===== config.mk =====
export PLATFORM = sky130hd
export DESIGN_NAME = bmf_ram
export DESIGN_NICKNAME = d
export VERILOG_FILES = /design/src/rtl/bounded_message_fifo_macros.svh /design/src/rtl/bmf_ram.sv
export SDC_FILE = /design/constraint.sdc
export NUM_CORES = 1
export LEC_CHECK = 0
export BUFFER_PORTS_ARGS = -buffer_cell sky130_fd_sc_hd__buf_2
export CAP_MARGIN = 20
export CORE_MARGIN = 2
export CORE_UTILIZATION = 50
export DETAILED_ROUTE_END_ITERATION = 16
export PLACE_DENSITY = 0.72
export SYNTH_ARGS = -nofsm -noshare
export SYNTH_HDL_FRONTEND = slang
export SYNTH_SLANG_ARGS = --single-unit

===== constraint.sdc =====
create_clock -name clk -period 2 [get_ports clk]
set_clock_uncertainty 0.2 [all_clocks]
set_input_delay 0.4 -clock clk [delete_from_list [all_inputs] [get_ports clk]]
set_output_delay 0.4 -clock clk [all_outputs]
set_load 0.05 [all_outputs]

===== src/rtl/bounded_message_fifo_macros.svh =====
// Assertion macros for the bounded message FIFO.
`ifndef BOUNDED_MESSAGE_FIFO_MACROS_SVH
`define BOUNDED_MESSAGE_FIFO_MACROS_SVH
`ifndef SYNTHESIS
`define BMF_ASSERT_IMP(label, clk, rst_n, ante, cons, msg) \
	label: assert property (@(posedge clk) disable iff (!rst_n) (ante) |-> (cons)) \
		else $error(msg);
`define BMF_ASSERT_NXT(label, clk, rst_n, ante, cons, msg) \
	label: assert property (@(posedge clk) disable iff (!rst_n) (ante) |=> (cons)) \
		else $error(msg);
`else
`define BMF_ASSERT_IMP(label, clk, rst_n, ante, cons, msg)
`define BMF_ASSERT_NXT(label, clk, rst_n, ante, cons, msg)
`endif
`endif


===== src/rtl/bmf_ram.sv =====
// Generic single-write, single-read RAM with registered read data.
`default_nettype none
module bmf_ram #(
	parameter int WIDTH = 8,
	parameter int DEPTH = 16
) (
	input  wire logic                     clk,
	input  wire logic                     we,
	input  wire logic [$clog2(DEPTH)-1:0] waddr,
	input  wire logic [WIDTH-1:0]         wdata,
	input  wire logic                     re,
	input  wire logic [$clog2(DEPTH)-1:0] raddr,
	output      logic [WIDTH-1:0]         rdata
);
	logic [WIDTH-1:0] mem_q [DEPTH];
	logic [WIDTH-1:0] rdata_q;

	always_ff @(posedge clk) begin
		if (we) begin
			mem_q[waddr] <= wdata;
		end
		if (re) begin
			rdata_q <= mem_q[raddr];
		end
	end

	assign rdata = rdata_q;
endmodule
`default_nettype wire


# Word-level counts from Yosys, hierarchy flattened
# Memory sizes are Yosys's and may differ from the RTL's. A register that Yosys moved wholly into a read port is not among the register bits.
# Cells that the tools add are included.
# op_classes
n_mux,2
# op_table
op,count
$mux W1,2
# word_totals
register_bits,0
ram_bits,128
inputBits,19
elab_cells,3
n_memories,1
# mem_list
name,depth,word_bits,rd,rd_ports_with_merged_regs,write_ports,line,text
mem_q,16,8,1,1,1,bmf_ram.sv:15,logic [WIDTH-1:0] mem_q [DEPTH];

# Logic depth before layout (Yosys ltp)
# depth
ltp_word,2
ltp_mapped,5
depth_no_buf,3

# Least setup slack after synthesis
# Ideal clock, no wire load.
# synth_path
path_type,input to register
from,in waddr[2]
to,"mem mem_q[0][0], enable pin"
setup_ns,0.383
t_arrival_ns,1.510
setup_slack_ns,-0.093
cell_stages,2
n_path_buf,0
cell_sequence,or3b_2 > nor3_1
# synth_lines
element,line,text
"start, declared",bmf_ram.sv:9,"input wire logic [$clog2(DEPTH)-1:0] waddr,"
"end, declared",bmf_ram.sv:15,
# Straight into the memory's write port.

# Worst setup path after layout
# layout_path
from,"reg rdata_q[5], in the netlist rdata[5] (read register of mem_q)"
to,out rdata[5]
# layout_lines
element,line,text
"start, declared",bmf_ram.sv:16,logic [WIDTH-1:0] rdata_q;
"end, declared",bmf_ram.sv:13,output logic [WIDTH-1:0] rdata
# No word-level cell between the ends.

==> impl_metrics.tcl <==
set metrics [dict create \
    status "completed" \
    setup_viol 0 \
    die_area_um2 11300 \
    grt_busiest_layer "met2" \
    crit_chain "buf_2" \
    report.final.hold_viol_count 0 \
    endpoint_kind "output pin" \
    clk_latency_ns 0.50 \
    grt_remaining_overflow 0 \
    ant_nets 0 \
    path_class "register to output pin" \
    grt_first_pass_wirelength_um 15400 \
    via_per_inst 5.64 \
    post-route-period-util 0.887 \
    worst_slew_margin_rel 0.546 \
    drcViolationCount 0 \
    port_buffers 26 \
    fp-row-count 37 \
    ios 27 \
    cp.required_ns 1.40 \
    hold_class "primary input to register" \
    gp_congestion 0.754 \
    slowest_stage "edfxtp_1" \
    power_density_nw_per_um2 1060 \
    cts_root_buf "clkbuf_8" \
    grt_util_met3 0.0515 \
    cts_max_level 4 \
    ys_ff_latch 136 \
    crit_fanout 1 \
    fin_area_um2 6260 \
    clockBufferDepth 2 \
    path_clk_slew_ns 0.06 \
    leakagePower_nw 2.13 \
    fmax_mhz 564 \
    hpwl_um 6440 \
    cts_setup_buffers 0 \
    yosys.area.top_type_share 0.781 \
    syn_nets 248 \
    ys_seq_area_frac 0.781 \
    stdcell_count 438 \
    ys_warn_count 0 \
    drv_slew 0 \
    yosys-top-cells-area "edfxtp_1, mux4_2, mux4_1" \
    synthesis.area_um2 5230 \
    grt_pass1_vias 2670 \
    gr-usage-all-layers 0.192 \
    drtIter0Drc 234 \
    cp.arrival_ns 1.17 \
    fin_tns_setup_ns 0 \
    nets 308 \
    grt_max_degree 18 \
    cts-resized-gates 0 \
    yosysTopAreaCell "edfxtp_1" \
    rsz0062_at_grt "no" \
    hold_buffers 0 \
    dr_total_vias 2472 \
    dpl-instance-area_um2 5670 \
    synth_cell_types 18 \
    fillers 694 \
    met1_usage 0.259 \
    dp_cells 406 \
    startpoint_type "register" \
    areaGrowthSynthToFinish_pct 19.8 \
    use_met2 0.311 \
    diodes 0 \
    antenna_found_initial 0 \
    core_area_um2 10200 \
    drt_first_pass_iters 4 \
    crit_buf_inv 1 \
    worst_pin_slew_ns 0.678 \
    clock_sinks 136 \
    die_h_um 106 \
    die_w_um 106 \
    slowest_delay_ns 0.39 \
    syn_inst 229 \
    start_util 0.511 \
    numCtsBuffers 17 \
    wirelength_um 9740 \
    period_minus_slack_ns 1.77 \
    cts_tree "built" \
    syn_area_per_cell_um2 22.8 \
    peakVddDrop_mv 0.578 \
    drive_gt1_frac 0.334 \
    routedWlPerCell_um 22.2 \
    drv_cap 0 \
    path_delay_family "flip-flops" \
]
kinds of logic after synthesis:
| group | count (synthesis) | share of synthesized area |
|---|---|---|
| AOI/OAI and AO/OA | 16 | 0.0230 |
| buffers and inverters | 10 | 0.0165 |
| and+or+nand+nor | 35 | 0.0314 |
| DFF | 136 | 0.781 |
| muxes | 32 | 0.148 |
through the flow:
step	power, mW	hold slack [ns]	util	worst slack, ns
finish	6.61	0.0720	0.612	0.226
global route	6.81	0.0461	0.612	0.184
CTS	6.68	0.0449	0.612	0.209
detailed placement	3.64	0.538	0.554	-0.199
global placement	3.63	0.536	0.554	-0.146
floorplan	3.49	0.299	-	0.118
cell usage in the layout, fill, tap and decap left out, drive strengths merged:
| cell type | netlist | layout |
|---|---|---|
| and2b | 1 | 1 |
| inv | 0 | 3 |
| nand3b | 2 | 2 |
| nor3 | 4 | 4 |
| nand2b | 2 | 2 |
| mux4 | 32 | 32 |
| and2 | 1 | 1 |
| clkinv | 0 | 5 |
| clkinvlp | 0 | 3 |
| bufinv | 0 | 3 |
| a22oi | 16 | 16 |
| nor2 | 13 | 13 |
| or3b | 1 | 1 |
| edfxtp | 136 | 136 |
| buf | 7 | 51 |
| nand3 | 1 | 1 |
| nor2b | 1 | 1 |
| nand2 | 9 | 9 |
| clkbuf | 0 | 18 |
report_power, final:
group          total (mW)  switching, mW  internal [mW]
registers            3.23         0.0180           3.21
logic               0.346          0.211          0.136
clock network        3.03           1.12           1.91
total                6.61           1.35           5.26
layout make-up:
| cell class | count | area, um^2 | area share |
|---|---|---|---|
| sequential | 136 | 4080 | 0.652 |
| multi-input combinational | 83 | 1060 | 0.170 |
| clock buffer | 18 | 418 | 0.0667 |
| timing repair buffer | 51 | 355 | 0.0567 |
| clock inverter | 14 | 174 | 0.0278 |
| tap | 136 | 170 | 0.0272 |
synthesized netlist by cell type:
master             n
nand3b_1           2
nor2b_1            1
nand2_1            9
edfxtp_1         136
buf_4              1
a22oi_1           16
nor3_1             4
and2b_1            1
mux4_1            14
buf_6              3
or3b_2             1
nand2b_1           2
clkdlybuf4s25_2    3
buf_2              3
nor2_1            13
nand3_1            1
and2_1             1
mux4_2            18
registers in the layout (all words and copies together) (netlist names):
register and flops:
mem_q 128, rdata 8
layer usage:
metal / share of wire / up-vias / wire length [um]
met5: 0 / - / 0
met4: 0.0074 / 0 / 72
met3: 0.085 / 7 / 824
met2: 0.52 / 111 / 5020
met1: 0.39 / 1245 / 3830
li1: - / 1109 / -
final timing paths:
path	startpoint	end	slack (ns)	depth (start not counted)
hold / removal	re	rdata[1]	0.07	1
hold reg to reg	mem_q[8][5]	rdata[5]	0.55	3
setup reg to reg	mem_q[1][1]	rdata[1]	0.26	3
setup / recovery	rdata[5]	rdata[5]	0.23	1
No activity file was read; power rests on OpenSTA's default activity.
