File: config.mk
export PLATFORM = sky130hd
export DESIGN_NAME = bmf_queue
export DESIGN_NICKNAME = d
export VERILOG_FILES = /design/src/rtl/bounded_message_fifo_macros.svh /design/src/rtl/bmf_pkg.sv /design/src/rtl/bmf_queue.sv
export SDC_FILE = /design/constraint.sdc
export NUM_CORES = 1
export LEC_CHECK = 0
export ABC_AREA = 1
export BUFFER_PORTS_ARGS = -buffer_cell sky130_fd_sc_hd__buf_2
export CORE_AREA = 2 2 106 108
export DETAILED_ROUTE_END_ITERATION = 8
export DIE_AREA = 0 0 108 110
export GPL_ROUTABILITY_DRIVEN = 0
export PLACE_DENSITY = 0.6
export SYNTH_ARGS = -nofsm -noshare
export SYNTH_HDL_FRONTEND = slang
export SYNTH_SLANG_ARGS = --single-unit
File: constraint.sdc
create_clock -name clk -period 3.6 [get_ports clk]
set_clock_uncertainty 0.2 [all_clocks]
set_input_delay 0 -clock clk [delete_from_list [all_inputs] [get_ports clk]]
set_output_delay 0 -clock clk [all_outputs]
set_load 0.02 [all_outputs]
File: src/rtl/bounded_message_fifo_macros.svh
// Assertion macros for the bounded message FIFO.
`ifndef BOUNDED_MESSAGE_FIFO_MACROS_SVH
`define BOUNDED_MESSAGE_FIFO_MACROS_SVH
`ifndef SYNTHESIS
`define BMF_ASSERT_IMP(label, clk, rst_n, ante, cons, msg) \
	label: assert property (@(posedge clk) disable iff (!rst_n) (ante) |-> (cons)) \
		else $error(msg);
`define BMF_ASSERT_NXT(label, clk, rst_n, ante, cons, msg) \
	label: assert property (@(posedge clk) disable iff (!rst_n) (ante) |=> (cons)) \
		else $error(msg);
`else
`define BMF_ASSERT_IMP(label, clk, rst_n, ante, cons, msg)
`define BMF_ASSERT_NXT(label, clk, rst_n, ante, cons, msg)
`endif
`endif

File: src/rtl/bmf_pkg.sv
// Shared types and constants of the bounded message FIFO.
`default_nettype none
package bmf_pkg;
	localparam int BYTE_W     = 8;
	localparam int CNT_W      = 5;
	localparam int LEN_W      = 7;
	localparam int CODE_W     = 2;
	localparam int ACT_W      = 3;
	localparam int SLOT_W_MAX = 8;

	localparam logic [ACT_W-1:0] ACT_ENQ    = 3'd0;
	localparam logic [ACT_W-1:0] ACT_PEEK   = 3'd1;
	localparam logic [ACT_W-1:0] ACT_DEQ    = 3'd2;
	localparam logic [ACT_W-1:0] ACT_DROP   = 3'd3;
	localparam logic [ACT_W-1:0] ACT_STATUS = 3'd4;

	localparam logic [CODE_W-1:0] CODE_OK       = 2'd0;
	localparam logic [CODE_W-1:0] CODE_FULL     = 2'd1;
	localparam logic [CODE_W-1:0] CODE_OVERLONG = 2'd2;
	localparam logic [CODE_W-1:0] CODE_EMPTY    = 2'd3;

	localparam logic [1:0] KIND_PLAIN = 2'd0;
	localparam logic [1:0] KIND_PEEK  = 2'd1;
	localparam logic [1:0] KIND_DEQ   = 2'd2;
	localparam logic [1:0] KIND_DROP  = 2'd3;

	localparam logic REG_MAX_MSGS  = 1'b0;
	localparam logic REG_MAX_BYTES = 1'b1;

	// work handed from front to back
	typedef struct packed {
		logic [1:0]            kind;
		logic [CODE_W-1:0]     code;
		logic [CNT_W-1:0]      count;
		logic [LEN_W-1:0]      head_len;
		logic [LEN_W-1:0]      len;
		logic [SLOT_W_MAX-1:0] slot;
		logic [SLOT_W_MAX-1:0] next_slot;
	} cmd_t;

	// back tells front that a head operation is finished
	typedef struct packed {
		logic             valid;
		logic [LEN_W-1:0] head_len;
	} done_t;
endpackage
`default_nettype wire

File: src/rtl/bmf_queue.sv
// Short command queue between the front and back of the message FIFO.
`default_nettype none
module bmf_queue
	import bmf_pkg::*;
#(
	parameter int DEPTH = 2
) (
	input  wire logic clk,
	input  wire logic arst_n,
	input  wire logic push,
	input  wire cmd_t push_cmd,
	input  wire logic pop,
	output      logic full,
	output      logic empty,
	output      cmd_t head
);
	localparam int PW = $clog2(DEPTH);
	localparam int LW = $clog2(DEPTH + 1);

	cmd_t            entry_q [DEPTH];
	logic [PW-1:0]   wptr_q;
	logic [PW-1:0]   rptr_q;
	logic [LW-1:0]   level_q;
	logic            do_push;
	logic            do_pop;

	assign full    = (level_q == LW'(DEPTH));
	assign empty   = (level_q == '0);
	assign do_push = push && !full;
	assign do_pop  = pop && !empty;
	assign head    = entry_q[rptr_q];

	always_ff @(posedge clk) begin
		if (do_push) begin
			entry_q[wptr_q] <= push_cmd;
		end
	end

	always_ff @(posedge clk or negedge arst_n) begin
		if (!arst_n) begin
			wptr_q  <= '0;
			rptr_q  <= '0;
			level_q <= '0;
		end else begin
			if (do_push) begin
				wptr_q <= (wptr_q == PW'(DEPTH - 1)) ? '0 : wptr_q + 1'b1;
			end
			if (do_pop) begin
				rptr_q <= (rptr_q == PW'(DEPTH - 1)) ? '0 : rptr_q + 1'b1;
			end
			if (do_push && !do_pop) begin
				level_q <= level_q + 1'b1;
			end else if (do_pop && !do_push) begin
				level_q <= level_q - 1'b1;
			end
		end
	end
endmodule
`default_nettype wire

# Yosys cells after proc, flatten, opt, wreduce, memory -nomap -nowiden
# Memory sizes are Yosys's and may differ from the RTL's.
# Cells that the tools add are included.
# word_totals
ff_bits	4
ram_bits	78
memories	1
# classes
add_sub_neg	4
n_eq_ne	1
muxes	6
n_reduce_logical	10
# memory_table
name	depth	word_bits	read_ports	rd_clocked_by_memory_dff	write_ports	line_no	text
entry_q	2	39	1	0	1	bmf_queue.sv:20	cmd_t entry_q [DEPTH];
# ops
op	n
$logic_and 1x1->1	4
$logic_not 1->1	4
$mux 1	4
$mux 2	2
$add 1x1->1 const B	2
$add 2x1->2 const B	1
$eq 2x2->1 const B	1
$logic_not 2->1	1
$reduce_bool 2->1	1
$sub 2x1->2 const B	1

# Logic depth before layout (Yosys ltp)
# depth
ltp_word	7
mapped_depth	9

# Worst setup path before layout
# Ideal clock, no wire load.
# synth_path
path_type	reg2reg
from	reg level_q[1]
to	mem entry_q[1][0] (netlist bit), enable pin
t_arrival_ns	2.236
t_required_ns	2.965
setup_slack_ns	0.729
stages_incl_launch_ff	4
cell_sequence	dfrtp_1 -> inv_1 -> o21ai_0 -> nor2_1
# synth_between
elab_chain_len	5
# synth_rtl
element	line_no	text
start: declaration	bmf_queue.sv:23	logic [LW-1:0] level_q;
start signal: assignment	bmf_queue.sv:52	level_q <= level_q + 1'b1;
start signal: assignment	bmf_queue.sv:54	level_q <= level_q - 1'b1;
$eq 2x2->1	bmf_queue.sv:27	assign full = (level_q == LW'(DEPTH));
$logic_not 1->1	bmf_queue.sv:29	assign do_push = push && !full;
$logic_and 1x1->1	bmf_queue.sv:29	
$mux 1	bmf_queue.sv:34	if (do_push) begin
$mux 1 (implied by the code)	bmf_queue.sv:35	entry_q[wptr_q] <= push_cmd;
end: declaration	bmf_queue.sv:20	
# Every way passes these cells.

# Final worst setup path
# layout_path
from	reg level_q[1]
to	mem entry_q[1][12] (netlist bit), enable pin
# Same word-level chain as after synthesis.

==> metrics.yaml <==
min_path:
  holdPathStages: 2
  hp-class: "primary input to register"
route:
  drcViolationCount: 0
  wire_per_inst_um: 11.9
  vias: 2028
  drtIter0Drc: 69
  vias_per_cell: 3.98
  firstDrtPassIters: 4
  routed_wl_um: 6040
  drt.antenna.violating_nets: 0
grt:
  grt_pass1_wl_um: 9380
  grt-ovfl-total: 0
  antenna_found_initial: 0
  grt_max_degree: 41
  grt_usage: 0.107
  grt_pass1_vias: 2017
sta:
  min_period_over_period: 0.593
  fmax_mhz: 469
  setup_viol: 0
  hold_slack_ns: 0.175
  final_hold_viol_count: 0
  finalMaxSlewViolations: 0
  rsz0062_at_grt: "false"
  tightestPinTransition_ns: 0.890
  period_minus_slack_ns: 2.13
  slew_headroom: 0.406
  tns_ns: 0
synthesis:
  synth_warnings: 0
  synth-seq-cells: 82
  synth_nets: 280
  synth_area_sq_um: 3070
  synth.distinct_cells: 17
  ys_seq_area_frac: 0.795
  avgSynthCellArea_sq_um: 13.0
  postSynthCellCount: 236
placement:
  placedCellCount: 452
  port_buffers: 83
  hpwl_um: 3560
  post_dp_cell_area_sq_um: 3630
worst_setup_path:
  arrival_ns: 1.95
  crit_path_start_kind: "register"
  crit_path_max_incr_delay_ns: 0.50
  crit_cells: 4
  slowest_stage: "nor2_4"
  worstSetupPathType: "register to register"
  ff2ff_path_depth: 4
  path_max_fanout: 21
  crit_family: "buffers and inverters"
  path_buf_inv: 2
  worst_ep_required_time_ns: 3.42
  end_kind: "register"
  crit_chain: "inv_1 > o21ai_0 > nor2_4 > buf_4"
  regToRegSetupSlack_ns: 1.47
clocking:
  cts_tree: "yes"
  cts.sinks: 82
  cts-resized-gates: 0
  clockRootBuffer: "clkbuf_8"
  clk_pin_slew_worst_paths_ns: 0.08
  insertion_delay_ns: 0.34
  post_cts_buffers: 0
  cts-hold-fix-buffers: 43
  cts_buffer_depth: 2
  cts_inserted_buffers: 9
  cts-htree-levels: 3
power:
  power.density_nw_per_um2: 751
  peakVddDrop_v: 0.000315
  fin_total_pwr_mw: 3.18
  p_leak_nw: 1.82
floorplan:
  die_x_um: 108
  die_y_um: 110
  dieArea_sq_um: 11900
  rows: 38
  start_util: 0.287
  core-area_sq_um: 10700
  io_pins: 84
cells_and_area:
  drive_above_1_share: 0.279
  finalNetCount: 410
  design_area_sq_um: 4230
  final_common_cell: "nand2_1"
  fin_cells: 509
  syn_to_final_growth_pct: 37.8
  mostFrequentLayoutCells: "nand2_1 (126), buf_2 (83), edfxtp_1 (78)"
  antenna_cells: 0
status:
  outcome: "completed"
run:
  drv_cap: 0
==> layer usage <==
layer / part of all wire / routed length [um] / up-vias / global-route usage
li1: - / - / 1039 / -
met3: 0.061 / 367 / 8 / 0.0400
met1: 0.42 / 2540 / 924 / 0.120
met4: 0.0098 / 59 / 0 / 0.0467
met2: 0.51 / 3070 / 57 / 0.181
met5: 0 / 0 / - / 0
==> kinds of logic after synthesis <==
| family | after synthesis | share of synthesized area |
|---|---|---|
| buf+inv | 17 | 0.0277 |
| xor+xnor | 1 | 0.00285 |
| flops | 82 | 0.795 |
| fa+ha+maj | 1 | 0.00407 |
| compound gates | 2 | 0.00326 |
| simple gates | 133 | 0.167 |
==> worst register-to-register path: cells and delay by family (launching register included) <==
family          cells  cell delay (ns)
simple gates        1             0.51
compound gates      1             0.18
flops               1             0.41
buf+inv             2             0.52
==> area by class of cell <==
class / count / area, sq um
clock buffers: 9 / 124
well taps: 140 / 175
clock inverters: 5 / 47.5
multi-input cells: 137 / 551
flip-flops and latches: 82 / 2440
fillers: 1000 / 6470
inverters: 8 / 30.0
repair buffers: 128 / 861
==> cell usage after synthesis, drive strengths merged <==
cell	n	share of area
buf	8	0.016
clkbuf	1	0.0016
dfrtp	4	0.033
edfxtp	78	0.76
ha	1	0.0041
inv	8	0.0098
nand2	126	0.15
nand3	1	0.0016
nand3b	1	0.0024
nand4	1	0.0020
nor2	4	0.0065
o21ai	2	0.0033
xnor2	1	0.0029
==> power breakdown <==
group | leakage [nW] | switching [mW] | internal, mW
logic | 0.959 | 0.851 | 0.357
clock network | 0.0898 | 0.299 | 0.306
registers | 0.773 | 0.0589 | 1.30
total | 1.82 | 1.21 | 1.97
==> registers in the layout, summed over array words and instances, names as in the netlist <==
register	count
wptr_q	1
level_q	2
rptr_q	1
entry_q	78
==> path summary, 6_finish.rpt <==
path,startpoint,to
worst max-delay path,level_q[1],entry_q[1][12]
worst min-delay path,push_cmd[8],entry_q[0][8]
worst max register to register,level_q[1],entry_q[1][12]
worst min register to register,wptr_q,wptr_q
max in group asynchronous,arst_n,rptr_q
min in group asynchronous,arst_n,wptr_q
==> through the flow <==
step / setup WS (ns) / util
finish: 1.47 / 0.396
global route: 1.30 / 0.396
CTS: 1.42 / 0.396
detailed placement: 1.43 / 0.339
global placement: 1.51 / 0.339
floorplan: 0.729 / -
Power figures use the tool's default switching activity.
