### src/rtl/bounded_message_fifo_macros.svh
// Assertion macros for the bounded message FIFO.
`ifndef BOUNDED_MESSAGE_FIFO_MACROS_SVH
`define BOUNDED_MESSAGE_FIFO_MACROS_SVH
`ifndef SYNTHESIS
`define BMF_ASSERT_IMP(label, clk, rst_n, ante, cons, msg) \
	label: assert property (@(posedge clk) disable iff (!rst_n) (ante) |-> (cons)) \
		else $error(msg);
`define BMF_ASSERT_NXT(label, clk, rst_n, ante, cons, msg) \
	label: assert property (@(posedge clk) disable iff (!rst_n) (ante) |=> (cons)) \
		else $error(msg);
`else
`define BMF_ASSERT_IMP(label, clk, rst_n, ante, cons, msg)
`define BMF_ASSERT_NXT(label, clk, rst_n, ante, cons, msg)
`endif
`endif

### src/rtl/bmf_pkg.sv
// Shared types and constants of the bounded message FIFO.
`default_nettype none
package bmf_pkg;
	localparam int BYTE_W     = 8;
	localparam int CNT_W      = 5;
	localparam int LEN_W      = 7;
	localparam int CODE_W     = 2;
	localparam int ACT_W      = 3;
	localparam int SLOT_W_MAX = 8;

	localparam logic [ACT_W-1:0] ACT_ENQ    = 3'd0;
	localparam logic [ACT_W-1:0] ACT_PEEK   = 3'd1;
	localparam logic [ACT_W-1:0] ACT_DEQ    = 3'd2;
	localparam logic [ACT_W-1:0] ACT_DROP   = 3'd3;
	localparam logic [ACT_W-1:0] ACT_STATUS = 3'd4;

	localparam logic [CODE_W-1:0] CODE_OK       = 2'd0;
	localparam logic [CODE_W-1:0] CODE_FULL     = 2'd1;
	localparam logic [CODE_W-1:0] CODE_OVERLONG = 2'd2;
	localparam logic [CODE_W-1:0] CODE_EMPTY    = 2'd3;

	localparam logic [1:0] KIND_PLAIN = 2'd0;
	localparam logic [1:0] KIND_PEEK  = 2'd1;
	localparam logic [1:0] KIND_DEQ   = 2'd2;
	localparam logic [1:0] KIND_DROP  = 2'd3;

	localparam logic REG_MAX_MSGS  = 1'b0;
	localparam logic REG_MAX_BYTES = 1'b1;

	// work handed from front to back
	typedef struct packed {
		logic [1:0]            kind;
		logic [CODE_W-1:0]     code;
		logic [CNT_W-1:0]      count;
		logic [LEN_W-1:0]      head_len;
		logic [LEN_W-1:0]      len;
		logic [SLOT_W_MAX-1:0] slot;
		logic [SLOT_W_MAX-1:0] next_slot;
	} cmd_t;

	// back tells front that a head operation is finished
	typedef struct packed {
		logic             valid;
		logic [LEN_W-1:0] head_len;
	} done_t;
endpackage
`default_nettype wire

### src/rtl/bmf_back.sv
// Back end: turns queued commands into results, streams head bytes out.
`default_nettype none
module bmf_back
	import bmf_pkg::*;
#(
	parameter int MSG_SLOTS  = 16,
	parameter int SLOT_BYTES = 64
) (
	input  wire logic              clk,
	input  wire logic              arst_n,
	input  wire logic              q_empty,
	input  wire cmd_t              q_head,
	output      logic              pop,
	output      logic              bre,
	output      logic [$clog2(MSG_SLOTS)+((SLOT_BYTES > 1) ? $clog2(SLOT_BYTES) : 1)-1:0] braddr,
	input  wire logic [BYTE_W-1:0] brdata,
	output      logic              lre,
	output      logic [$clog2(MSG_SLOTS)-1:0] lraddr,
	input  wire logic [LEN_W-1:0]  lrdata,
	output      done_t             done,
	output      logic              out_strobe,
	output      logic [BYTE_W-1:0] out_byte,
	output      logic              out_last,
	output      logic [CODE_W-1:0] result_code,
	output      logic [CNT_W-1:0]  message_count,
	output      logic [LEN_W-1:0]  head_length
);
	localparam int SW = $clog2(MSG_SLOTS);
	localparam int OW = (SLOT_BYTES > 1) ? $clog2(SLOT_BYTES) : 1;

	localparam logic [1:0] B_IDLE = 2'd0;
	localparam logic [1:0] B_LEN  = 2'd1;
	localparam logic [1:0] B_RUN  = 2'd2;

	logic [1:0]        state_q;
	cmd_t              cur_q;
	logic [LEN_W-1:0]  idx_q;

	logic              strobe_q;
	logic [BYTE_W-1:0] byte_q;
	logic              last_q;
	logic [CODE_W-1:0] code_q;
	logic [CNT_W-1:0]  count_q;
	logic [LEN_W-1:0]  hlen_q;

	logic [LEN_W-1:0]  nidx;
	logic              final_run;
	logic [LEN_W-1:0]  run_hlen;
	logic              emit;
	logic [BYTE_W-1:0] emit_byte;
	logic              emit_last;
	logic [CODE_W-1:0] emit_code;
	logic [CNT_W-1:0]  emit_count;
	logic [LEN_W-1:0]  emit_hlen;

	assign nidx      = idx_q + 1'b1;
	assign final_run = (cur_q.kind == KIND_DROP) || ({1'b0, nidx} == {1'b0, cur_q.len});
	assign run_hlen  = (cur_q.kind == KIND_PEEK) ? cur_q.head_len
		: ((cur_q.count == '0) ? '0 : lrdata);

	assign pop    = (state_q == B_IDLE) && !q_empty;
	assign bre    = (state_q == B_LEN) || (state_q == B_RUN);
	assign braddr = {cur_q.slot[SW-1:0], (state_q == B_RUN) ? nidx[OW-1:0] : OW'(0)};
	assign lre    = (state_q == B_LEN);
	assign lraddr = cur_q.next_slot[SW-1:0];

	assign done.valid    = (state_q == B_RUN) && final_run;
	assign done.head_len = run_hlen;

	always_comb begin
		emit       = 1'b0;
		emit_byte  = '0;
		emit_last  = 1'b1;
		emit_code  = CODE_OK;
		emit_count = cur_q.count;
		emit_hlen  = run_hlen;
		case (state_q)
			B_IDLE: begin
				emit       = !q_empty && q_head.kind == KIND_PLAIN;
				emit_code  = q_head.code;
				emit_count = q_head.count;
				emit_hlen  = q_head.head_len;
			end
			B_RUN: begin
				emit      = 1'b1;
				emit_byte = (cur_q.kind == KIND_DROP) ? '0 : brdata;
				emit_last = final_run;
			end
			default: begin
				emit = 1'b0;
			end
		endcase
	end

	always_ff @(posedge clk) begin
		if (pop) begin
			cur_q <= q_head;
		end
		if (emit) begin
			byte_q  <= emit_byte;
			last_q  <= emit_last;
			code_q  <= emit_code;
			count_q <= emit_count;
			hlen_q  <= emit_hlen;
		end
	end

	always_ff @(posedge clk or negedge arst_n) begin
		if (!arst_n) begin
			state_q  <= B_IDLE;
			idx_q    <= '0;
			strobe_q <= 1'b0;
		end else begin
			strobe_q <= emit;
			case (state_q)
				B_IDLE: begin
					if (pop && q_head.kind != KIND_PLAIN) begin
						state_q <= B_LEN;
					end
				end
				B_LEN: begin
					// length of the next head and byte 0 are read here
					idx_q   <= '0;
					state_q <= B_RUN;
				end
				B_RUN: begin
					idx_q <= nidx;
					if (final_run) begin
						state_q <= B_IDLE;
					end
				end
				default: begin
					state_q <= B_IDLE;
				end
			endcase
		end
	end

	assign out_strobe    = strobe_q;
	assign out_byte      = byte_q;
	assign out_last      = last_q;
	assign result_code   = code_q;
	assign message_count = count_q;
	assign head_length   = hlen_q;
endmodule
`default_nettype wire

### config.mk
export PLATFORM = sky130hd
export DESIGN_NAME = bmf_back
export DESIGN_NICKNAME = d
export VERILOG_FILES = /design/src/rtl/bounded_message_fifo_macros.svh /design/src/rtl/bmf_pkg.sv /design/src/rtl/bmf_back.sv
export SDC_FILE = /design/constraint.sdc
export NUM_CORES = 1
export LEC_CHECK = 0
export BUFFER_PORTS_ARGS = -buffer_cell sky130_fd_sc_hd__clkbuf_2
export CORE_ASPECT_RATIO = 0.75
export CORE_UTILIZATION = 48
export CTS_BUF_LIST = sky130_fd_sc_hd__clkbuf_16
export CTS_CLUSTER_SIZE = 16
export DETAILED_ROUTE_END_ITERATION = 7
export GPL_TIMING_DRIVEN = 0
export PLACE_DENSITY = 0.79
export SYNTH_ARGS = -nofsm -noshare
export SYNTH_HDL_FRONTEND = slang
export SYNTH_SLANG_ARGS = --single-unit
### constraint.sdc
create_clock -name clk -period 4.4 [get_ports clk]
set_clock_uncertainty 0.2 [all_clocks]
set_input_delay 0.88 -clock clk [delete_from_list [all_inputs] [get_ports clk]]
set_output_delay 0.88 -clock clk [all_outputs]
set_load 0.05 [all_outputs]
* Yosys cells after proc, flatten, opt, wreduce, memory -nomap -nowiden *
Index checks and enable logic that the tools add are counted.

word-level totals
  bits of input ports = 57
  flip-flop bits (word level) = 62
  logic and storage cells = 47

cells by class
  reduce and logical (&&, ||, !) cells = 14
  mux-type cells = 10
  bitwise logic cells = 1
  eq/ne operators = 7
  $add $sub $neg = 1

operators with widths
  cell                 count
  $mux 7               3
  $pmux 7 s2           1
  $add 7x1->7 const B  1
  $eq 7x7->1           1
  $mux 6               1
  $pmux 2 s3           1
  $logic_not 5->1      1
  $mux 5               1
  $eq 2x1->1 const B   2
  $eq 2x2->1 const B   2
  $logic_and 1x1->1    4
  $logic_not 2->1      2
  $mux 2               2
  $reduce_bool 2->1    2
  $logic_or 1x1->1     2
  $ne 2x1->1 const B   1
  $ne 2x2->1 const B   1
  $pmux 1 s2           1
  $reduce_and 2->1     1
  $reduce_or 2->1      1
  $logic_not 1->1      1
  $not 1->1            1

* Logic depth before layout (Yosys ltp) *
  depth in word-level cells = 5
  mapped depth = 8
  depth with buffers taken out = 7

* Worst setup path before layout *
No wires, ideal clock.

  path type = register to register
  start = register state_q[0]
  end = register hlen_q[0] (netlist: head_length[0]) (enable)
  arrival = 3.712 ns
  library setup time = 0.379 ns
  cell stages (with the launch flop) = 6
  period minus slack after synthesis = 4.291 ns
  slack = 0.109 ns
  path through = dfrtp_1 inv_1 ha_1 clkbuf_1 nor2b_1 a21o_1

between the ends
  longest elaborated chain between the ends = 2
  elaborated cells between the ends (all ways) = 3
  those cells by class = eq/ne: 1; mux: 1; reduce/logical: 1

ends and longest elaborated chain
  item                                           RTL line         text
  from (decl)                                    bmf_back.sv:35   logic [1:0] state_q;
  from (signal assigned)                         bmf_back.sv:110  state_q <= B_IDLE;
  from (signal assigned)                         bmf_back.sv:118  state_q <= B_LEN;
  from (signal assigned)                         bmf_back.sv:124  state_q <= B_RUN;
  $eq 2x2->1 or $logic_not 2->1 (tied branches)  bmf_back.sv:77   case (state_q)
  $pmux 1 s2 (*)                                 bmf_back.sv:77
  net emit                                       bmf_back.sv:49   logic emit;
  to (signal assigned)                           bmf_back.sv:104  hlen_q <= emit_hlen;
  to (decl)                                      bmf_back.sv:44   logic [LEN_W-1:0] hlen_q;

The timed path passes the listed nets; every way through them passes the cells marked *.
A chain may end at the register's enable or synchronous reset.

* Worst setup path in the final report *
  start = register state_q[0]
  end = output pop

between the ends
  longest elaborated chain between the ends = 2

ends and longest elaborated chain
  item               RTL line        text
  $logic_not 2->1    bmf_back.sv:61  assign pop = (state_q == B_IDLE) && !q_empty;
  $logic_and 1x1->1  bmf_back.sv:61
  to (decl)          bmf_back.sv:13  output logic pop,

Every way passes these cells.

==> out/qor.yml <==
synth.distinct_cells: 36
yosysTopAreaCellShare: 0.5780
status: "finished clean"
layout_setup_ws_ps: 649.2
start_util: 0.5020
rsz0062_at_grt: "no"
ctsHoldBuffers: 0
finalSetupViolations: 0
grt_max_degree: 32
dr_wl_met3_um: 389
combPwrFrac: 0.372
wl_met1_um: 2337
cts_resized: 0
wl_um: 5225
synth_compound_area_frac: 0.06577
drt-pass1-iter-count: 4
cap_violations: 0
place_inst: 352
numClockSinks: 62
cts.clk_slew.worst_paths_ps: 50
worstSetupEndpointType: "output pin"
grt-ovfl-total: 0
die_area_mm2: 0.005935
synth_area_per_cell_um2: 15.01
swShare: 0.3785
hp-class: "primary input to asynchronous set/reset pin"
pwr-share-seq: 0.347
max_slew_margin: 0.3354
drtIter0Drc: 95
synth_top_area_cell: "edfxtp_1"
slew_viol_final: 0
final_net_count: 349
wl_per_cell_um: 14.20
synthMuxAreaShare: 0.07457
htreeDepth: 3
ys_seq_area_frac: 0.6707
diodes: 0
cts_tree: "built"
route.met2.wl_um: 2424
top_layer_used: "met4"
drive_gt1_frac: 0.4812
cp_max_fo: 31
place_hpwl_um: 3761
portBuffers: 97
clock_power_share: 0.280
fin_crit_sh: 0.8525
power_leakage_nw: 1.605
die_y_um: 66.97
io_pins: 106
worst_slew_pin_slew_ps: 996.9
max_freq_mhz: 266.6
syn_nets: 241
final_hold_viol_count: 0
detailedPlace.worstSlack_ps: 954.4
antenna_found_initial: 0
worstPathArrival_ps: 2670
gp_congestion: 0.8338
ys_seq_elements: 62
grt_pass1_wl_um: 8073
clock_path_buffers: 2
path_class: "flip-flop to output pin"
area_growth_pct: 33.07
fin_cells: 368
synthXorXnorAreaFrac: 0.04354
vias: 1828
ys_top_cells_by_area: "edfxtp_1 58%, dfrtp_1 9.3%, mux2_2 7.1%, a22o_1 2.3%, buf_4 2.2%"
rows: 23
min_period_ps: 3751
root_buffer: "clkbuf_16"
cts_buffers: 9
synth_fa_ha_area_frac: 0.01853
p_per_area_mw_per_mm2: 706.1
syn-cell-area_mm2: 0.002701
crit_required_ps: 3320
vdd.ir_drop.worst_mv: 0.3886
async_reset_ff_frac: 0.1613
start_kind: "flip-flop"
track_usage: 0.1901
netlist_instances: 180
internal_power_w: 0.001578
clock_latency_ps: 320
synthFlopType: "edfxtp_1"
postCtsSetupRepairBufs: 0
ys_warn_count: 0
drc: 0
synth_edf_count: 52
avgViaCountPerCell: 4.967
synth-simple-area-share: 0.08615
core_region_area_mm2: 0.005381
ant_nets: 0
grt_pass1_vias: 1705
p_sw_w: 0.0009607
synth_top_family_by_area: "simple AND/OR/NAND/NOR gates"
die_w_um: 88.63
## metrics by stage
stage	total power [W]	hold WS [ps]	util	setup TNS, ps	area [um^2]
after floorplan	0.001625	314.2	-	0	2701
after global placement	0.001823	346.6	0.6096	-8114	3281
after detailed placement	0.001846	353.5	0.6110	0	3288
after CTS	0.002567	231.6	0.6680	0	3595
after global routing	0.002661	242.4	0.6680	0	3595
final	0.002538	225.6	0.6680	0	3595
## power by group through the flow
stage	Combinational, W	Sequential [W]	Clock (W)
3_5_place_dp	0.000952	0.000893	0
4_1_cts	0.000955	0.000884	0.000728
3_3_place_gp	0.000932	0.000891	0
5_1_grt	0.00101	0.000897	0.000749
6_report	0.000945	0.000882	0.000712
2_1_floorplan	0.000509	0.00112	0
## synthesized netlist by cell type, drive strengths merged, types with 3 or more instances
cell and number:
a22o 7, and2 8, and3 9, buf 10, clkbuf 5, dfrtp 10, edfxtp 52, ha 4
inv 4, mux2 17, nand2 7, nand3 5, nor2 6, nor2b 4, o21ai 5, xnor2 7
xor2 3
## cell usage in the layout (no fill, tap or decap), drive strengths merged
master / instances
a211oi: 1
a21boi: 1
a21o: 1
a21oi: 2
a221o: 1
a22o: 7
a311oi: 1
a31oi: 1
and2: 8
and3: 9
and4: 1
buf: 10
bufinv: 2
clkbuf: 111
clkinv: 3
dfrtp: 10
edfxtp: 52
ha: 4
inv: 6
mux2: 17
mux2i: 1
nand2: 7
nand3: 5
nand3b: 1
nor2: 6
nor2b: 4
nor3: 1
o2111ai: 1
o211ai: 1
o21ai: 5
o22ai: 1
or3: 1
xnor2: 7
xnor3: 1
xor2: 3
## final timing paths
check	start	end	slack [ps]	cells past startpoint
setup / recovery	state_q[0]	pop	650	5
hold / removal	arst_n	idx_q[3]	230	1
setup reg to reg	state_q[0]	message_count[3]	990	5
hold reg to reg	idx_q[1]	idx_q[1]	360	1
max in group asynchronous	arst_n	out_strobe	3550	1
min in group clk	idx_q[1]	idx_q[1]	360	1
## state kept, by name, summed over array words and instances (netlist names)
signal         count
out_byte           8
lraddr             4
out_strobe         1
cur_q             21
result_code        2
braddr             4
head_length        7
message_count      5
out_last           1
state_q            2
idx_q              7
## critical path, stage by stage (launching register included)
cell	delay (ps)
dfrtp_1	400
inv_1	130
ha_1	160
clkbuf_1	390
nor2b_4	840
clkbuf_2	410
## logic make-up (layout without fill, tap and decap cells)
| family | Yosys count | count (layout) |
|---|---|---|
| flip-flops | 62 | 62 |
| AND/OR/NAND/NOR | 43 | 43 |
| AO/OA/AOI/OAI | 23 | 23 |
| buffers and inverters | 19 | 132 |
| multiplexers | 18 | 18 |
| XOR/XNOR | 11 | 11 |
| adder cells (fa/ha/maj) | 4 | 4 |
## layout make-up
cell class	count	area [um^2]
inverter	4	15.01
fill	408	1787
multi-input combinational	99	787.0
timing repair buffer	97	485.5
sequential	62	1812
clock buffer	9	225.2
buffer	15	95.09
clock inverter	7	81.33
tap	75	93.84
## per-layer routing
metal | vias to the layer above | global-route usage
li1 | 883 | -
met1 | 863 | 0.2419
met2 | 74 | 0.2894
met3 | 8 | 0.07311
met4 | 0 | 0.08065
met5 | - | 0
No activity file was read; power rests on OpenSTA's default activity.
